--- config.mk ---
export PLATFORM = sky130hd
export DESIGN_NAME = tjeh_queue
export DESIGN_NICKNAME = d
export VERILOG_FILES = /design/src/hdl/tjeh_pkg.sv /design/src/hdl/tjeh_queue.sv
export SDC_FILE = /design/constraint.sdc
export NUM_CORES = 1
export LEC_CHECK = 0
export BUFFER_PORTS_ARGS = -buffer_cell sky130_fd_sc_hd__buf_2
export CAP_MARGIN = 10
export CORE_MARGIN = 4
export CORE_UTILIZATION = 50
export CTS_BUF_LIST = sky130_fd_sc_hd__clkbuf_4 sky130_fd_sc_hd__clkbuf_8
export CTS_CLUSTER_SIZE = 12
export DETAILED_ROUTE_END_ITERATION = 8
export GPL_TIMING_DRIVEN = 0
export PLACE_DENSITY_LB_ADDON = 0.12
export SLEW_MARGIN = 20
export SYNTH_ARGS = -nofsm -noshare
export SYNTH_HDL_FRONTEND = slang
export SYNTH_SLANG_ARGS = --single-unit
--- constraint.sdc ---
create_clock -name clk -period 1.6 [get_ports clk]
set_input_delay 0.08 -clock clk [delete_from_list [all_inputs] [get_ports clk]]
set_output_delay 0.08 -clock clk [all_outputs]
set_load 0.01 [all_outputs]
--- src/hdl/tjeh_pkg.sv ---
// ----------------------------------------------------------------------------
// Tagged jet efficiency histogram package
// Shared types, codes, bin edges and binning functions.
// ----------------------------------------------------------------------------
`default_nettype none

package tjeh_pkg;

	localparam int PT_BINS           = 9;
	localparam int ETA_OVF_BIN       = 3;
	localparam int DEF_COUNT_WIDTH   = 32;
	localparam int PT_CELLS          = PT_BINS + 1;
	localparam int ETA_CELLS         = ETA_OVF_BIN + 1;
	localparam int CLASS_CELLS       = PT_CELLS * ETA_CELLS;
	localparam int DEPTH             = 2 * CLASS_CELLS;
	localparam int IDX_W             = $clog2(DEPTH);
	localparam int NLEVELS           = 4;
	localparam int RESULT_W          = 32;
	localparam int THR_W             = 16;
	localparam int PT_W              = 16;
	localparam int ETA_W             = 11;
	localparam int Q_DEPTH           = 2;
	localparam int Q_PTR_W           = $clog2(Q_DEPTH);
	localparam int Q_CNT_W           = $clog2(Q_DEPTH + 1);
	localparam int ADDR_W            = 4;
	localparam int DATA_W            = 32;

	localparam logic OP_FILL         = 1'b0;
	localparam logic OP_READ         = 1'b1;
	localparam logic CLS_HEAVY       = 1'b0;
	localparam logic CLS_LIGHT       = 1'b1;
	localparam logic [2:0] FLAV_LIGHT = 3'd0;
	localparam logic [2:0] FLAV_CHARM = 3'd4;
	localparam logic [2:0] FLAV_BOTTOM = 3'd5;

	localparam logic [1:0] LVL_ALL    = 2'd0;
	localparam logic [1:0] LVL_LOOSE  = 2'd1;
	localparam logic [1:0] LVL_MEDIUM = 2'd2;
	localparam logic [1:0] LVL_TIGHT  = 2'd3;

	localparam logic [1:0] REG_LOOSE  = 2'd0;
	localparam logic [1:0] REG_MEDIUM = 2'd1;
	localparam logic [1:0] REG_TIGHT  = 2'd2;

	localparam logic [THR_W-1:0] LOOSE_RESET  = 16'd1612;
	localparam logic [THR_W-1:0] MEDIUM_RESET = 16'd8336;
	localparam logic [THR_W-1:0] TIGHT_RESET  = 16'd30461;

	// pt edges in 1/8 GeV, |eta| edges in 0.01
	localparam logic [PT_W-1:0] PT_EDGES [PT_CELLS] = '{
		16'd0, 16'd240, 16'd400, 16'd560, 16'd800,
		16'd1120, 16'd1600, 16'd2400, 16'd4800, 16'd8000
	};
	localparam logic [ETA_W-1:0] ETA_EDGES [ETA_CELLS] = '{
		11'd0, 11'd60, 11'd120, 11'd240
	};

	typedef struct packed {
		logic [THR_W-1:0] loose;
		logic [THR_W-1:0] mid;
		logic [THR_W-1:0] tight;
	} thr_t;

	typedef struct packed {
		logic             rd;
		logic             oor;
		logic [1:0]       lvl;
		logic [2:0]       hit;
		logic [IDX_W-1:0] idx;
	} cmd_t;

	function automatic logic [3:0] pt_bin_of(input logic [PT_W-1:0] v);
		logic [3:0] b;
		b = '0;
		for (int i = 1; i <= PT_BINS; i++) begin
			if (v >= PT_EDGES[i]) begin
				b = 4'(i);
			end
		end
		return b;
	endfunction

	function automatic logic [1:0] eta_bin_of(input logic [ETA_W-1:0] a);
		logic [1:0] b;
		b = '0;
		for (int i = 1; i <= ETA_OVF_BIN; i++) begin
			if (a >= ETA_EDGES[i]) begin
				b = 2'(i);
			end
		end
		return b;
	endfunction

endpackage

`default_nettype wire

--- src/hdl/tjeh_queue.sv ---
// ----------------------------------------------------------------------------
// Tagged jet efficiency histogram command queue
// Short FIFO of binned commands between the front end and the back end.
// ----------------------------------------------------------------------------
`default_nettype none

module tjeh_queue (
	input  wire logic           clk,
	input  wire logic           arst_n,
	input  wire logic           push,
	input  wire tjeh_pkg::cmd_t push_cmd,
	input  wire logic           pop,
	output logic                full,
	output logic                head_valid,
	output tjeh_pkg::cmd_t      head
);

	tjeh_pkg::cmd_t                mem_q [tjeh_pkg::Q_DEPTH];
	logic [tjeh_pkg::Q_PTR_W-1:0]  wr_ptr_q;
	logic [tjeh_pkg::Q_PTR_W-1:0]  rd_ptr_q;
	logic [tjeh_pkg::Q_CNT_W-1:0]  cnt_q;

	assign full       = cnt_q == tjeh_pkg::Q_CNT_W'(tjeh_pkg::Q_DEPTH);
	assign head_valid = cnt_q != '0;
	assign head       = mem_q[rd_ptr_q];

	always_ff @(posedge clk) begin
		if (push) begin
			mem_q[wr_ptr_q] <= push_cmd;
		end
	end

	always_ff @(posedge clk or negedge arst_n) begin
		if (!arst_n) begin
			wr_ptr_q <= '0;
			rd_ptr_q <= '0;
			cnt_q    <= '0;
		end else begin
			if (push) begin
				wr_ptr_q <= wr_ptr_q + 1'b1;
			end
			if (pop) begin
				rd_ptr_q <= rd_ptr_q + 1'b1;
			end
			case ({push, pop})
				2'b10:   cnt_q <= cnt_q + 1'b1;
				2'b01:   cnt_q <= cnt_q - 1'b1;
				default: cnt_q <= cnt_q;
			endcase
		end
	end

endmodule

`default_nettype wire

# Yosys cells after proc, flatten, opt, wreduce, memory -nomap -nowiden
# Memory sizes are Yosys's and may differ from the RTL's.
# Index checks and enable logic that the tools add are counted.
# word_totals
ramBits	28
wordCells	16
mem_count	1
inputBits	18
regBits	4
out_inout_bits	16
# op_classes
mux	3
n_eq_ne	3
n_addsub	4
n_reduce_logical	2
# mem_list
name	words	width	rd	rd_ports_with_merged_regs	wr	line_no	rtl
mem_q	2	14	1	0	1	tjeh_queue.sv:18	tjeh_pkg::cmd_t mem_q [tjeh_pkg::Q_DEPTH];
# op_table
cell	count
$eq A2 B2 Y1 const B	2
$pmux W2 S2	1
$reduce_bool A2 Y1	2
$add A1 B1 Y1 const B	2
$add A2 B1 Y2 const B	1
$eq A2 B1 Y1 const B	1
$mux W1	2
$sub A2 B1 Y2 const B	1

# Longest topological paths before layout
# depth
ltp_word	2
ltp_mapped	5
depth_no_buf	5

# Worst setup path before layout
# OpenSTA, ideal clock, no wires.
# synth_timing
kind	reg-to-reg
start	register wr_ptr_q
end	memory mem_q[0][0] (netlist name), enable pin
required_ns	1.216
setup_ns	0.384
period_less_slack_ns	1.400
path_slack_ns	0.200
arrival_ns	1.015
path_stages_with_launch	2
path_cell_list	dfrtp_1 -> nor2_1
# synth_rtl
element	line_no	rtl
from (decl)	tjeh_queue.sv:19	logic [tjeh_pkg::Q_PTR_W-1:0] wr_ptr_q;
from (signal assigned)	tjeh_queue.sv:40	wr_ptr_q <= wr_ptr_q + 1'b1;
to (decl)	tjeh_queue.sv:18	
# Straight into the memory's write port.

==> impl_metrics.py <==
metrics = {
    "yosys": {
        "ys_seq_area_frac": 0.7528,
        "syn-num-nets": 79,
        "synthTopCellsByArea": "edfxtp_1, mux2_4, dfrtp_1, mux2_2, xor2_1",
        "ys_seq_elements": 32,
        "synth_top_cell_area_share": 0.6727,
        "synth_cells": 60,
        "ys_warn_count": 0,
        "synth_cell_types": 14,
        "synth_top_area_cell": "edfxtp_1",
        "syn_area_per_cell_sq_um": 20.83,
        "syn_area_sq_um": 1250,
    },
    "setup_path": {
        "r2r-end": "mem_q[0][0]",
        "worstSetupPathType": "reg2out",
        "cpPeakStageDelay_ps": 380,
        "rr_worst_depth": 1,
        "required_ps": 1520,
        "rrSetupSlack_ps": 200,
        "end_kind": "output port",
        "worst_ep_arrival_time_ps": 1410,
        "critPathSlowestCell": "dfrtp_1",
        "critPathMaxFanout": 10,
        "crit_end": "head[8]",
        "reg2reg_from": "wr_ptr_q",
        "worstPathCellList": "buf_6, buf_12, mux2_4, buf_2",
        "start_kind": "register",
        "startpoint": "rd_ptr_q",
    },
    "clock_network": {
        "cts_tree": "done",
        "clkSlewWorstSetupHoldPaths_ps": 90,
        "htree_num_levels": 2,
        "cts_resized": 0,
        "clockRootBuffer": "clkbuf_4",
        "clk_latency_ps": 310,
        "post_cts_buffers": 0,
        "cts_hold_buffers": 17,
        "cts_buffers": 5,
        "cts.sinks": 32,
        "clk_path_buf_depth": 2,
    },
    "floorplan": {
        "fp.dieW_microns": 58,
        "dieArea_sq_um": 3364,
        "num_io_pins": 34,
        "std_cell_rows": 17,
        "core-area_sq_um": 2297,
        "die_h_microns": 58,
        "initial_core_util": 0.5441,
    },
    "drt": {
        "wl_per_cell_microns": 13.51,
        "route.met2.wl_microns": 1056,
        "firstDrtPassIters": 2,
        "viasPerCell": 4.699,
        "ant_nets": 0,
        "drt_iter0_markers": 6,
        "num_vias": 686,
        "wl_met3_microns": 132,
        "wirelength_microns": 1972,
        "topRoutingLayerUsed": "met4",
        "wl_met1_microns": 748,
        "drc": 0,
    },
    "power_and_ir_drop": {
        "totalPowerFinal_mw": 2.560,
        "peakVddDrop_v": 0.001039,
        "p_leak_nw": 0.6946,
        "power_density_nw_per_um2": 1525,
    },
    "placement": {
        "gp_congestion": 0.6326,
        "dpl.hpwl_microns": 1286,
        "port_buffers": 33,
    },
    "timing": {
        "setup_viol": 0,
        "max_clock_freq_ghz": 0.6722,
        "slew_headroom": 0.5016,
        "tightest_slew_ps": 746.8,
        "slew_violations": 0,
        "rsz0062_at_grt": "no",
        "hold_viol_final": 0,
        "period_minus_slack_ps": 1488,
        "clock_skew_ps": 5.217,
        "period_share": 0.9298,
        "totalNegativeSetupSlack_ps": 0,
    },
    "flow_run": {
        "max_cap_violations": 0,
    },
    "layout": {
        "post-route-util": 0.7309,
        "most-common-layout-cells": "buf_2, edfxtp_1, dlygate4sd3_1, mux2_4, clkbuf_4",
        "layout.nets": 136,
        "syn2layout_area_growth_pct": 34.33,
        "diodes": 0,
        "drive_gt1_frac": 0.4915,
        "final_common_cell": "buf_2",
    },
    "run_status": {
        "status": "completed",
    },
    "worst_hold_path": {
        "min_path_type": "in2async",
    },
    "grt": {
        "track_usage": 0.1329,
        "grt_pass1_wl_microns": 3118,
        "grt_pass1_vias": 707,
        "antenna_found_initial": 0,
        "overflow": 0,
        "grt_max_degree": 15,
    },
}
[cells in the mapped netlist]
master	n
edfxtp_1	28
mux2_4	9
mux2_2	5
dfrtp_1	4
xor2_1	3
nor2_1	2
xnor2_1	2
and2_1	1
buf_12	1
buf_6	1
ha_1	1
inv_1	1
nor2b_1	1
or2_2	1
[how the worst min path moves through the flow]
| stage | from | to | slack (ps) | depth (start not counted) |
|---|---|---|---|---|
| floorplan | arst_n | cnt_q[0] | -220 | 0 |
| global route | arst_n | wr_ptr_q | 110 | 2 |
| global placement | arst_n | wr_ptr_q | -110 | 1 |
| detailed placement | arst_n | cnt_q[0] | -100 | 1 |
| finish | arst_n | wr_ptr_q | 110 | 2 |
| CTS | arst_n | wr_ptr_q | 80 | 2 |
[per-layer routing]
metal | up-vias | track usage
li1 | 336 | -
met1 | 322 | 0.1338
met2 | 22 | 0.2323
met3 | 6 | 0.06904
met4 | 0 | 0.04967
met5 | - | 0
[final cells by class]
class | instances | area [sq um]
plain buffers | 2 | 31.28
fillers | 163 | 618.1
clock inverters | 1 | 3.754
well taps | 28 | 35.03
flip-flops and latches | 32 | 940.9
multi-input cells | 25 | 276.5
repair buffers | 50 | 335.3
inverters | 1 | 3.754
clock buffers | 7 | 52.55
[worst max-delay path, delay by kind of cell, from the launching register on]
family	cells	cell delay [ps]
flip-flops	1	380
multiplexers	1	300
buffers and inverters	3	430
[cells by family (layout without fill, tap and decap cells)]
| family | after synthesis | in the layout | synth area share |
|---|---|---|---|
| flops | 32 | 32 | 0.7528 |
| buf+inv | 3 | 61 | 0.02803 |
| mux | 14 | 14 | 0.1532 |
| xor+xnor | 5 | 5 | 0.03504 |
| fa+ha+maj | 1 | 1 | 0.01001 |
| simple gates | 5 | 5 | 0.02103 |
[power breakdown]
group          internal [mW]  switching [mW]
sequential              1.12          0.0750
combinational          0.507           0.414
clock                  0.203           0.236
total                   1.83           0.726
[per-stage QoR]
stage,setup WS [ps],hold WS (ps),instances,area (sq um)
floorplan,200.1,-215.6,60,1250
global placement,-130.7,-110.6,121,1450
detailed placement,194.3,-102.5,121,1453
CTS,92.22,81.22,146,1679
global route,55.68,106.7,146,1679
finish,112.4,105.9,146,1679
[registers in the layout, summed over array words and instances (netlist names)]
signal	cells
cnt_q	2
mem_q	28
rd_ptr_q	1
wr_ptr_q	1
Power figures use the tool's default switching activity.
