## config.mk

```make
export PLATFORM = sky130hd
export DESIGN_NAME = tjeh_front_flat
export DESIGN_NICKNAME = d
export VERILOG_FILES = /design/src/hdl/tjeh_pkg.sv /design/src/hdl/tjeh_if.sv /design/src/hdl/tjeh_front.sv /design/src/flat_wrapper.sv
export SDC_FILE = /design/constraint.sdc
export NUM_CORES = 1
export LEC_CHECK = 0
export ABC_CLOCK_PERIOD_IN_PS = 3700
export BUFFER_PORTS_ARGS = -buffer_cell sky130_fd_sc_hd__buf_4
export CORE_MARGIN = 5
export CORE_UTILIZATION = 45
export DETAILED_ROUTE_END_ITERATION = 10
export PLACE_DENSITY_LB_ADDON = 0.12
export SETUP_SLACK_MARGIN = 0.05
export SYNTH_ARGS = -nofsm -noshare
export SYNTH_HDL_FRONTEND = slang
export SYNTH_SLANG_ARGS = --single-unit
```

## constraint.sdc

```tcl
create_clock -name vclk -period 3.7
set_input_delay 0.925 -clock vclk [all_inputs]
set_output_delay 0.925 -clock vclk [all_outputs]
set_load 0.01 [all_outputs]
```

## src/hdl/tjeh_pkg.sv

```systemverilog
// ----------------------------------------------------------------------------
// Tagged jet efficiency histogram package
// Shared types, codes, bin edges and binning functions.
// ----------------------------------------------------------------------------
`default_nettype none

package tjeh_pkg;

	localparam int PT_BINS           = 9;
	localparam int ETA_OVF_BIN       = 3;
	localparam int DEF_COUNT_WIDTH   = 32;
	localparam int PT_CELLS          = PT_BINS + 1;
	localparam int ETA_CELLS         = ETA_OVF_BIN + 1;
	localparam int CLASS_CELLS       = PT_CELLS * ETA_CELLS;
	localparam int DEPTH             = 2 * CLASS_CELLS;
	localparam int IDX_W             = $clog2(DEPTH);
	localparam int NLEVELS           = 4;
	localparam int RESULT_W          = 32;
	localparam int THR_W             = 16;
	localparam int PT_W              = 16;
	localparam int ETA_W             = 11;
	localparam int Q_DEPTH           = 2;
	localparam int Q_PTR_W           = $clog2(Q_DEPTH);
	localparam int Q_CNT_W           = $clog2(Q_DEPTH + 1);
	localparam int ADDR_W            = 4;
	localparam int DATA_W            = 32;

	localparam logic OP_FILL         = 1'b0;
	localparam logic OP_READ         = 1'b1;
	localparam logic CLS_HEAVY       = 1'b0;
	localparam logic CLS_LIGHT       = 1'b1;
	localparam logic [2:0] FLAV_LIGHT = 3'd0;
	localparam logic [2:0] FLAV_CHARM = 3'd4;
	localparam logic [2:0] FLAV_BOTTOM = 3'd5;

	localparam logic [1:0] LVL_ALL    = 2'd0;
	localparam logic [1:0] LVL_LOOSE  = 2'd1;
	localparam logic [1:0] LVL_MEDIUM = 2'd2;
	localparam logic [1:0] LVL_TIGHT  = 2'd3;

	localparam logic [1:0] REG_LOOSE  = 2'd0;
	localparam logic [1:0] REG_MEDIUM = 2'd1;
	localparam logic [1:0] REG_TIGHT  = 2'd2;

	localparam logic [THR_W-1:0] LOOSE_RESET  = 16'd1612;
	localparam logic [THR_W-1:0] MEDIUM_RESET = 16'd8336;
	localparam logic [THR_W-1:0] TIGHT_RESET  = 16'd30461;

	// pt edges in 1/8 GeV, |eta| edges in 0.01
	localparam logic [PT_W-1:0] PT_EDGES [PT_CELLS] = '{
		16'd0, 16'd240, 16'd400, 16'd560, 16'd800,
		16'd1120, 16'd1600, 16'd2400, 16'd4800, 16'd8000
	};
	localparam logic [ETA_W-1:0] ETA_EDGES [ETA_CELLS] = '{
		11'd0, 11'd60, 11'd120, 11'd240
	};

	typedef struct packed {
		logic [THR_W-1:0] loose;
		logic [THR_W-1:0] mid;
		logic [THR_W-1:0] tight;
	} thr_t;

	typedef struct packed {
		logic             rd;
		logic             oor;
		logic [1:0]       lvl;
		logic [2:0]       hit;
		logic [IDX_W-1:0] idx;
	} cmd_t;

	function automatic logic [3:0] pt_bin_of(input logic [PT_W-1:0] v);
		logic [3:0] b;
		b = '0;
		for (int i = 1; i <= PT_BINS; i++) begin
			if (v >= PT_EDGES[i]) begin
				b = 4'(i);
			end
		end
		return b;
	endfunction

	function automatic logic [1:0] eta_bin_of(input logic [ETA_W-1:0] a);
		logic [1:0] b;
		b = '0;
		for (int i = 1; i <= ETA_OVF_BIN; i++) begin
			if (a >= ETA_EDGES[i]) begin
				b = 2'(i);
			end
		end
		return b;
	endfunction

endpackage

`default_nettype wire

```

## src/hdl/tjeh_if.sv

```systemverilog
// ----------------------------------------------------------------------------
// Tagged jet efficiency histogram channels
// Valid/ready channels for request items and result items.
// ----------------------------------------------------------------------------
`default_nettype none

interface tjeh_in_if;
	logic              valid;
	logic              ready;
	logic              opcode;
	logic [15:0]       jet_pt;
	logic signed [10:0] jet_eta;
	logic [2:0]        flavour;
	logic [15:0]       tag_score;
	logic              sel_class;
	logic [1:0]        sel_level;
	logic [3:0]        sel_pt_bin;
	logic [1:0]        sel_eta_bin;

	modport source (
		output valid, opcode, jet_pt, jet_eta, flavour, tag_score,
		       sel_class, sel_level, sel_pt_bin, sel_eta_bin,
		input  ready
	);
	modport sink (
		input  valid, opcode, jet_pt, jet_eta, flavour, tag_score,
		       sel_class, sel_level, sel_pt_bin, sel_eta_bin,
		output ready
	);
endinterface


`default_nettype wire

```

## src/hdl/tjeh_front.sv

```systemverilog
// ----------------------------------------------------------------------------
// Tagged jet efficiency histogram front end
// Accepts request items, bins fills and decodes reads into queue commands.
// ----------------------------------------------------------------------------
`default_nettype none

module tjeh_front (
	tjeh_in_if.sink             req,
	input  wire tjeh_pkg::thr_t thr,
	input  wire logic           q_full,
	output logic                q_push,
	output tjeh_pkg::cmd_t      q_cmd
);

	logic                        cls;
	logic                        keep;
	logic [3:0]                  pb;
	logic [1:0]                  eb;
	logic [tjeh_pkg::ETA_W-1:0]  aeta;

	assign req.ready = !q_full;

	always_comb begin
		aeta = req.jet_eta[tjeh_pkg::ETA_W-1] ? tjeh_pkg::ETA_W'(~req.jet_eta + 1'b1)
		                                      : req.jet_eta;
		keep = 1'b1;
		cls  = tjeh_pkg::CLS_HEAVY;
		case (req.flavour) inside
			tjeh_pkg::FLAV_CHARM, tjeh_pkg::FLAV_BOTTOM: cls = tjeh_pkg::CLS_HEAVY;
			tjeh_pkg::FLAV_LIGHT: cls = tjeh_pkg::CLS_LIGHT;
			default: keep = 1'b0;
		endcase

		q_cmd = '0;
		if (req.opcode == tjeh_pkg::OP_READ) begin
			keep      = 1'b1;
			cls       = req.sel_class;
			pb        = req.sel_pt_bin;
			eb        = req.sel_eta_bin;
			q_cmd.rd  = 1'b1;
			q_cmd.lvl = req.sel_level;
			q_cmd.oor = (int'(req.sel_pt_bin) > tjeh_pkg::PT_BINS) ||
			            (int'(req.sel_eta_bin) > tjeh_pkg::ETA_OVF_BIN);
		end else begin
			pb        = tjeh_pkg::pt_bin_of(req.jet_pt);
			eb        = tjeh_pkg::eta_bin_of(aeta);
			q_cmd.hit = {req.tag_score > thr.tight, req.tag_score > thr.mid,
			             req.tag_score > thr.loose};
		end
		q_cmd.idx = tjeh_pkg::IDX_W'(cls) * tjeh_pkg::IDX_W'(tjeh_pkg::CLASS_CELLS)
		          + tjeh_pkg::IDX_W'(pb) * tjeh_pkg::IDX_W'(tjeh_pkg::ETA_CELLS)
		          + tjeh_pkg::IDX_W'(eb);
	end

	assign q_push = req.valid && req.ready && keep;

endmodule

`default_nettype wire

```

## src/flat_wrapper.sv

```systemverilog
// flat-port wrapper written by rule: the top's interface ports become plain ports
module tjeh_front_flat 
  (thr, q_full, q_push, q_cmd, req_valid, req_opcode, req_jet_pt, req_jet_eta, req_flavour, req_tag_score, req_sel_class, req_sel_level, req_sel_pt_bin, req_sel_eta_bin, req_ready);
  tjeh_in_if req_i ();
  input  wire tjeh_pkg::thr_t thr;
  input  wire logic q_full;
  output logic q_push;
  output tjeh_pkg::cmd_t q_cmd;
  input wire logic [$bits(req_i.valid)-1:0] req_valid;
  input wire logic [$bits(req_i.opcode)-1:0] req_opcode;
  input wire logic [$bits(req_i.jet_pt)-1:0] req_jet_pt;
  input wire logic [$bits(req_i.jet_eta)-1:0] req_jet_eta;
  input wire logic [$bits(req_i.flavour)-1:0] req_flavour;
  input wire logic [$bits(req_i.tag_score)-1:0] req_tag_score;
  input wire logic [$bits(req_i.sel_class)-1:0] req_sel_class;
  input wire logic [$bits(req_i.sel_level)-1:0] req_sel_level;
  input wire logic [$bits(req_i.sel_pt_bin)-1:0] req_sel_pt_bin;
  input wire logic [$bits(req_i.sel_eta_bin)-1:0] req_sel_eta_bin;
  output wire logic [$bits(req_i.ready)-1:0] req_ready;
  assign req_i.valid = req_valid;
  assign req_i.opcode = req_opcode;
  assign req_i.jet_pt = req_jet_pt;
  assign req_i.jet_eta = req_jet_eta;
  assign req_i.flavour = req_flavour;
  assign req_i.tag_score = req_tag_score;
  assign req_i.sel_class = req_sel_class;
  assign req_i.sel_level = req_sel_level;
  assign req_i.sel_pt_bin = req_sel_pt_bin;
  assign req_i.sel_eta_bin = req_sel_eta_bin;
  assign req_ready = req_i.ready;
  tjeh_front u_core (.req(req_i), .thr(thr), .q_full(q_full), .q_push(q_push), .q_cmd(q_cmd));
endmodule
```

== Word-level counts from Yosys, hierarchy flattened ==
Index checks and enable logic that the tools add are counted.
Operators by class
  add/sub/neg operators: 3
  multipliers: 1
  magnitude comparators: 16
  equal/unequal tests: 2
  muxes and demuxes: 22
  bitwise logic cells: 1
  reduce and logical (&&, ||, !) cells: 5
Operator list (count)
  greater-than comparator 16 bit: 3
  >= comparator 16 x 10 -> 1 bit (second input constant): 2
  >= comparator 16 x 11 -> 1 bit (second input constant): 2
  >= comparator 16 x 13 -> 1 bit (second input constant): 2
  >= comparator 16 x 12 -> 1 bit (second input constant): 1
  >= comparator 16 x 8 -> 1 bit (second input constant): 1
  >= comparator 16 x 9 -> 1 bit (second input constant): 1
  two-way mux 4 bit: 4
  two-way mux 3 bit: 5
  adder 11 x 1 -> 11 bit (second input constant): 1
  >= comparator 11 x 6 -> 1 bit (second input constant): 1
  >= comparator 11 x 7 -> 1 bit (second input constant): 1
  >= comparator 11 x 8 -> 1 bit (second input constant): 1
  two-way mux 11 bit: 1
  NOT 11 bit: 1
  two-way mux 2 bit: 5
  adder 7 x 2 -> 7 bit: 1
  adder 7 x 6 -> 7 bit: 1
  two-way mux 1 bit: 7
  == test 3 bit (second input constant): 2
  greater-than comparator 4 bit (second input constant): 1
  multiplier 1 x 3 -> 4 bit (second input constant): 1
  logical NOT 3 bit: 1
  logical AND 1 bit: 2
  2 further kinds: 2
Storage, ports and cells
  register bits after elaboration: 0
  bits of input ports: 106
  output and inout bits: 16
  word-level logic and storage cells: 50

== Logic depth before layout (Yosys ltp) ==
  word-level depth: 13
  depth in mapped cells: 9

== Worst setup path before layout ==
OpenSTA, ideal clock, no wires.
  path type: input -> output
  from: in req_jet_eta[3]
  to: out q_cmd[0] (netlist name)
  arrival: 2664 ps
  data required time: 2775 ps
  path slack: 111 ps
  stages: 5
  cells stage by stage: or4_4 -> o211a_1 -> or2_1 -> or4_1 -> a32oi_1
RTL lines
  from (decl): RTL line flat_wrapper.sv:12  | input wire logic [$bits(req_i.jet_eta)-1:0] req_jet_eta;
  to (decl): RTL line flat_wrapper.sv:8  | output tjeh_pkg::cmd_t q_cmd;

==> flow_metrics.py <==
metrics = {
    "worst_setup_path": {
        "critPathLaunchType": "input pin",
        "critPathKind": "input pin to output pin",
        "cp_data_arrival_time_ns": 2.81,
        "crit_fanout": 2,
        "worst_setup_path_end_kind": "output pin",
        "critPathRequiredTime_ns": 2.77,
    },
    "placement": {
        "dp_hpwl_um": 5043,
        "finalWeightedCongestion": 0.8702,
        "portBuffers": 118,
    },
    "global_routing": {
        "grt-ovfl-total": 0,
        "grt_usage": 0.1859,
        "grt_max_degree": 21,
        "use_met1": 0.2389,
        "grtUsageMet3": 0.02003,
        "grt-busiest-layer": "met2",
        "grt_use_met2": 0.3511,
        "grt_first_pass_wirelength_um": 8687,
        "antenna_found_initial": 0,
        "grt_pass1_vias": 2166,
    },
    "die": {
        "num_rows": 23,
        "ios": 122,
        "fp.dieH_um": 75.01,
        "die_width_um": 75.01,
        "initial_core_util": 0.4687,
        "core_sq_um": 4058,
        "die_area_sq_um": 5627,
    },
    "pwr": {
        "vdd_ir_drop_max_v": 0.00005260,
        "powerDensity_nw_per_um2": 105.0,
        "p_total_uw": 309.8,
        "power.leakage_nw": 1.616,
    },
    "final_layout": {
        "post-route-util": 0.7271,
        "antenna_cells": 0,
        "clock_buffers": 0,
        "area_growth_syn_to_layout_pct": 55.13,
        "regArea_sq_um": 0,
        "n_fill_cell": 344,
        "seq_cell_count": 0,
        "nets": 556,
        "multiInputGateArea_sq_um": 1720,
        "drive_above_1_share": 0.3510,
    },
    "synthesis": {
        "yosys_warnings": 0,
        "ys_top_cells_by_count": "55 x inv_1, 52 x ha_1, 27 x a21oi_1",
        "syn-cell-area_sq_um": 1902,
        "avgSynthCellArea_sq_um": 6.916,
        "ys_seq_area_frac": 0,
        "yosysMostFrequentCell": "inv_1",
        "synthTopCellsByArea": "ha_1 34%, inv_1 11%, a21oi_1 7.1%",
        "syn_inst": 275,
        "synth.net_count": 433,
        "synth_top_cell_by_area": "ha_1",
        "yosysUniqueCellTypes": 49,
        "yosysTopAreaCellShare": 0.3421,
    },
    "routing": {
        "routed_wl_um": 5701,
        "firstDrtPassIters": 4,
        "antenna_left": 0,
        "drt_iter0_drc": 69,
        "drcViolationCount": 0,
        "viasPerCell": 5.242,
        "wl_per_cell_um": 12.78,
        "dr_total_vias": 2338,
    },
    "sta": {
        "slew_viol_final": 0,
        "rsz0062_at_grt": "yes",
        "finalCritPeriodShare": 1.010,
        "slew_headroom": 0.6345,
        "setup_slack_ns": -0.03751,
        "hold_viol_final": 0,
        "tightest_slew_ns": 0.5412,
        "post-route-min-period_ns": 3.738,
        "max_freq_mhz": 267.6,
        "setup_viol": 1,
    },
    "worst_hold_path": {
        "min_from": "q_full",
        "min_path_cells": 3,
        "hold_end": "req_ready",
        "hp-class": "input pin to output pin",
    },
    "run": {
        "drv_cap": 0,
    },
    "status": {
        "failed_checks": "negative setup slack",
        "run_status": "complete, but fails checks",
    },
    "clock_tree": {
        "holdBufCountCts": 0,
    },
}
## worst max-delay path, cell delays in order
cell and delay [ns]:
buf_6 0.09, or4_4 0.52, o211a_1 0.23, or2_1 0.22, or4_4 0.47, a32oi_1 0.20, buf_4 0.15
## cell type report
type | count | area share
inverters | 55 | 0.06997
well taps | 50 | 0.02120
multi-input cells | 214 | 0.5831
repair buffers | 127 | 0.3257
## layer usage
metal  part of all wire  vias to the layer above
met3              0.069                        0
met4                  0                        0
met5                  0                        -
met2               0.50                       70
met1               0.43                     1015
li1                   -                     1253
## power breakdown
part / switching (mW) / leakage (nW) / internal [mW] / total (mW)
clock: 0 / 0 / 0 / 0
combinational: 0.138 / 1.62 / 0.171 / 0.310
sequential: 0 / 0 / 0 / 0
total: 0.138 / 1.62 / 0.171 / 0.310
## placed cells by master (no fill, tap or decap), drive strengths merged, types with 3 or more instances in the layout
master and instances:
buf 127, inv 55, ha 52, a21oi 27
nand2 15, o21ai 14, nor2 11, nand4 9
nor2b 8, nor3 6, o211ai 5, nand3 4
a221oi 4, or3 3, a31oi 3, o22ai 3
o211a 3, xnor2 3, o31ai 3, and2 3
## logic make-up (layout without fill, tap and decap cells)
kind of cell | Yosys count | after routing | synth area share
compound gates | 83 | 83 | 0.2888
xor+xnor | 4 | 4 | 0.01842
fa+ha+maj | 52 | 52 | 0.3421
buf+inv | 61 | 182 | 0.1224
mux | 2 | 2 | 0.01184
simple gates | 73 | 73 | 0.2165
## metrics by stage
stage	std cells	setup WS [ns]	hold slack [ns]	TNS (ns)	cell area [sq um]
floorplan	275	0.1106	1.901	0	1902
global placement	445	-0.09697	2.095	-0.09697	2884
detailed placement	445	-0.08433	2.107	-0.08433	2884
CTS	446	-0.04879	2.107	-0.04879	2899
global route	446	-0.1078	2.118	-0.1078	2950
finish	446	-0.03751	2.107	-0.03751	2950
## what timing repair did
item / CTS / global route
setup endpoints to repair: 2 / 5
pin swaps: 5 / 6
gates cloned: 0 / 0
resized for setup: 3 / 11
buffers inserted: 1 / 0
## worst max path at each step
stage,start,end
2_1_floorplan,req_jet_eta[3],q_cmd[0]
3_3_place_gp,req_jet_eta[3],q_cmd[0]
3_5_place_dp,req_jet_eta[3],q_cmd[0]
4_1_cts,req_jet_eta[6],q_cmd[0]
5_1_grt,req_jet_eta[6],q_cmd[0]
6_report,req_jet_eta[6],q_cmd[0]
(Power assumes the default switching activity.)
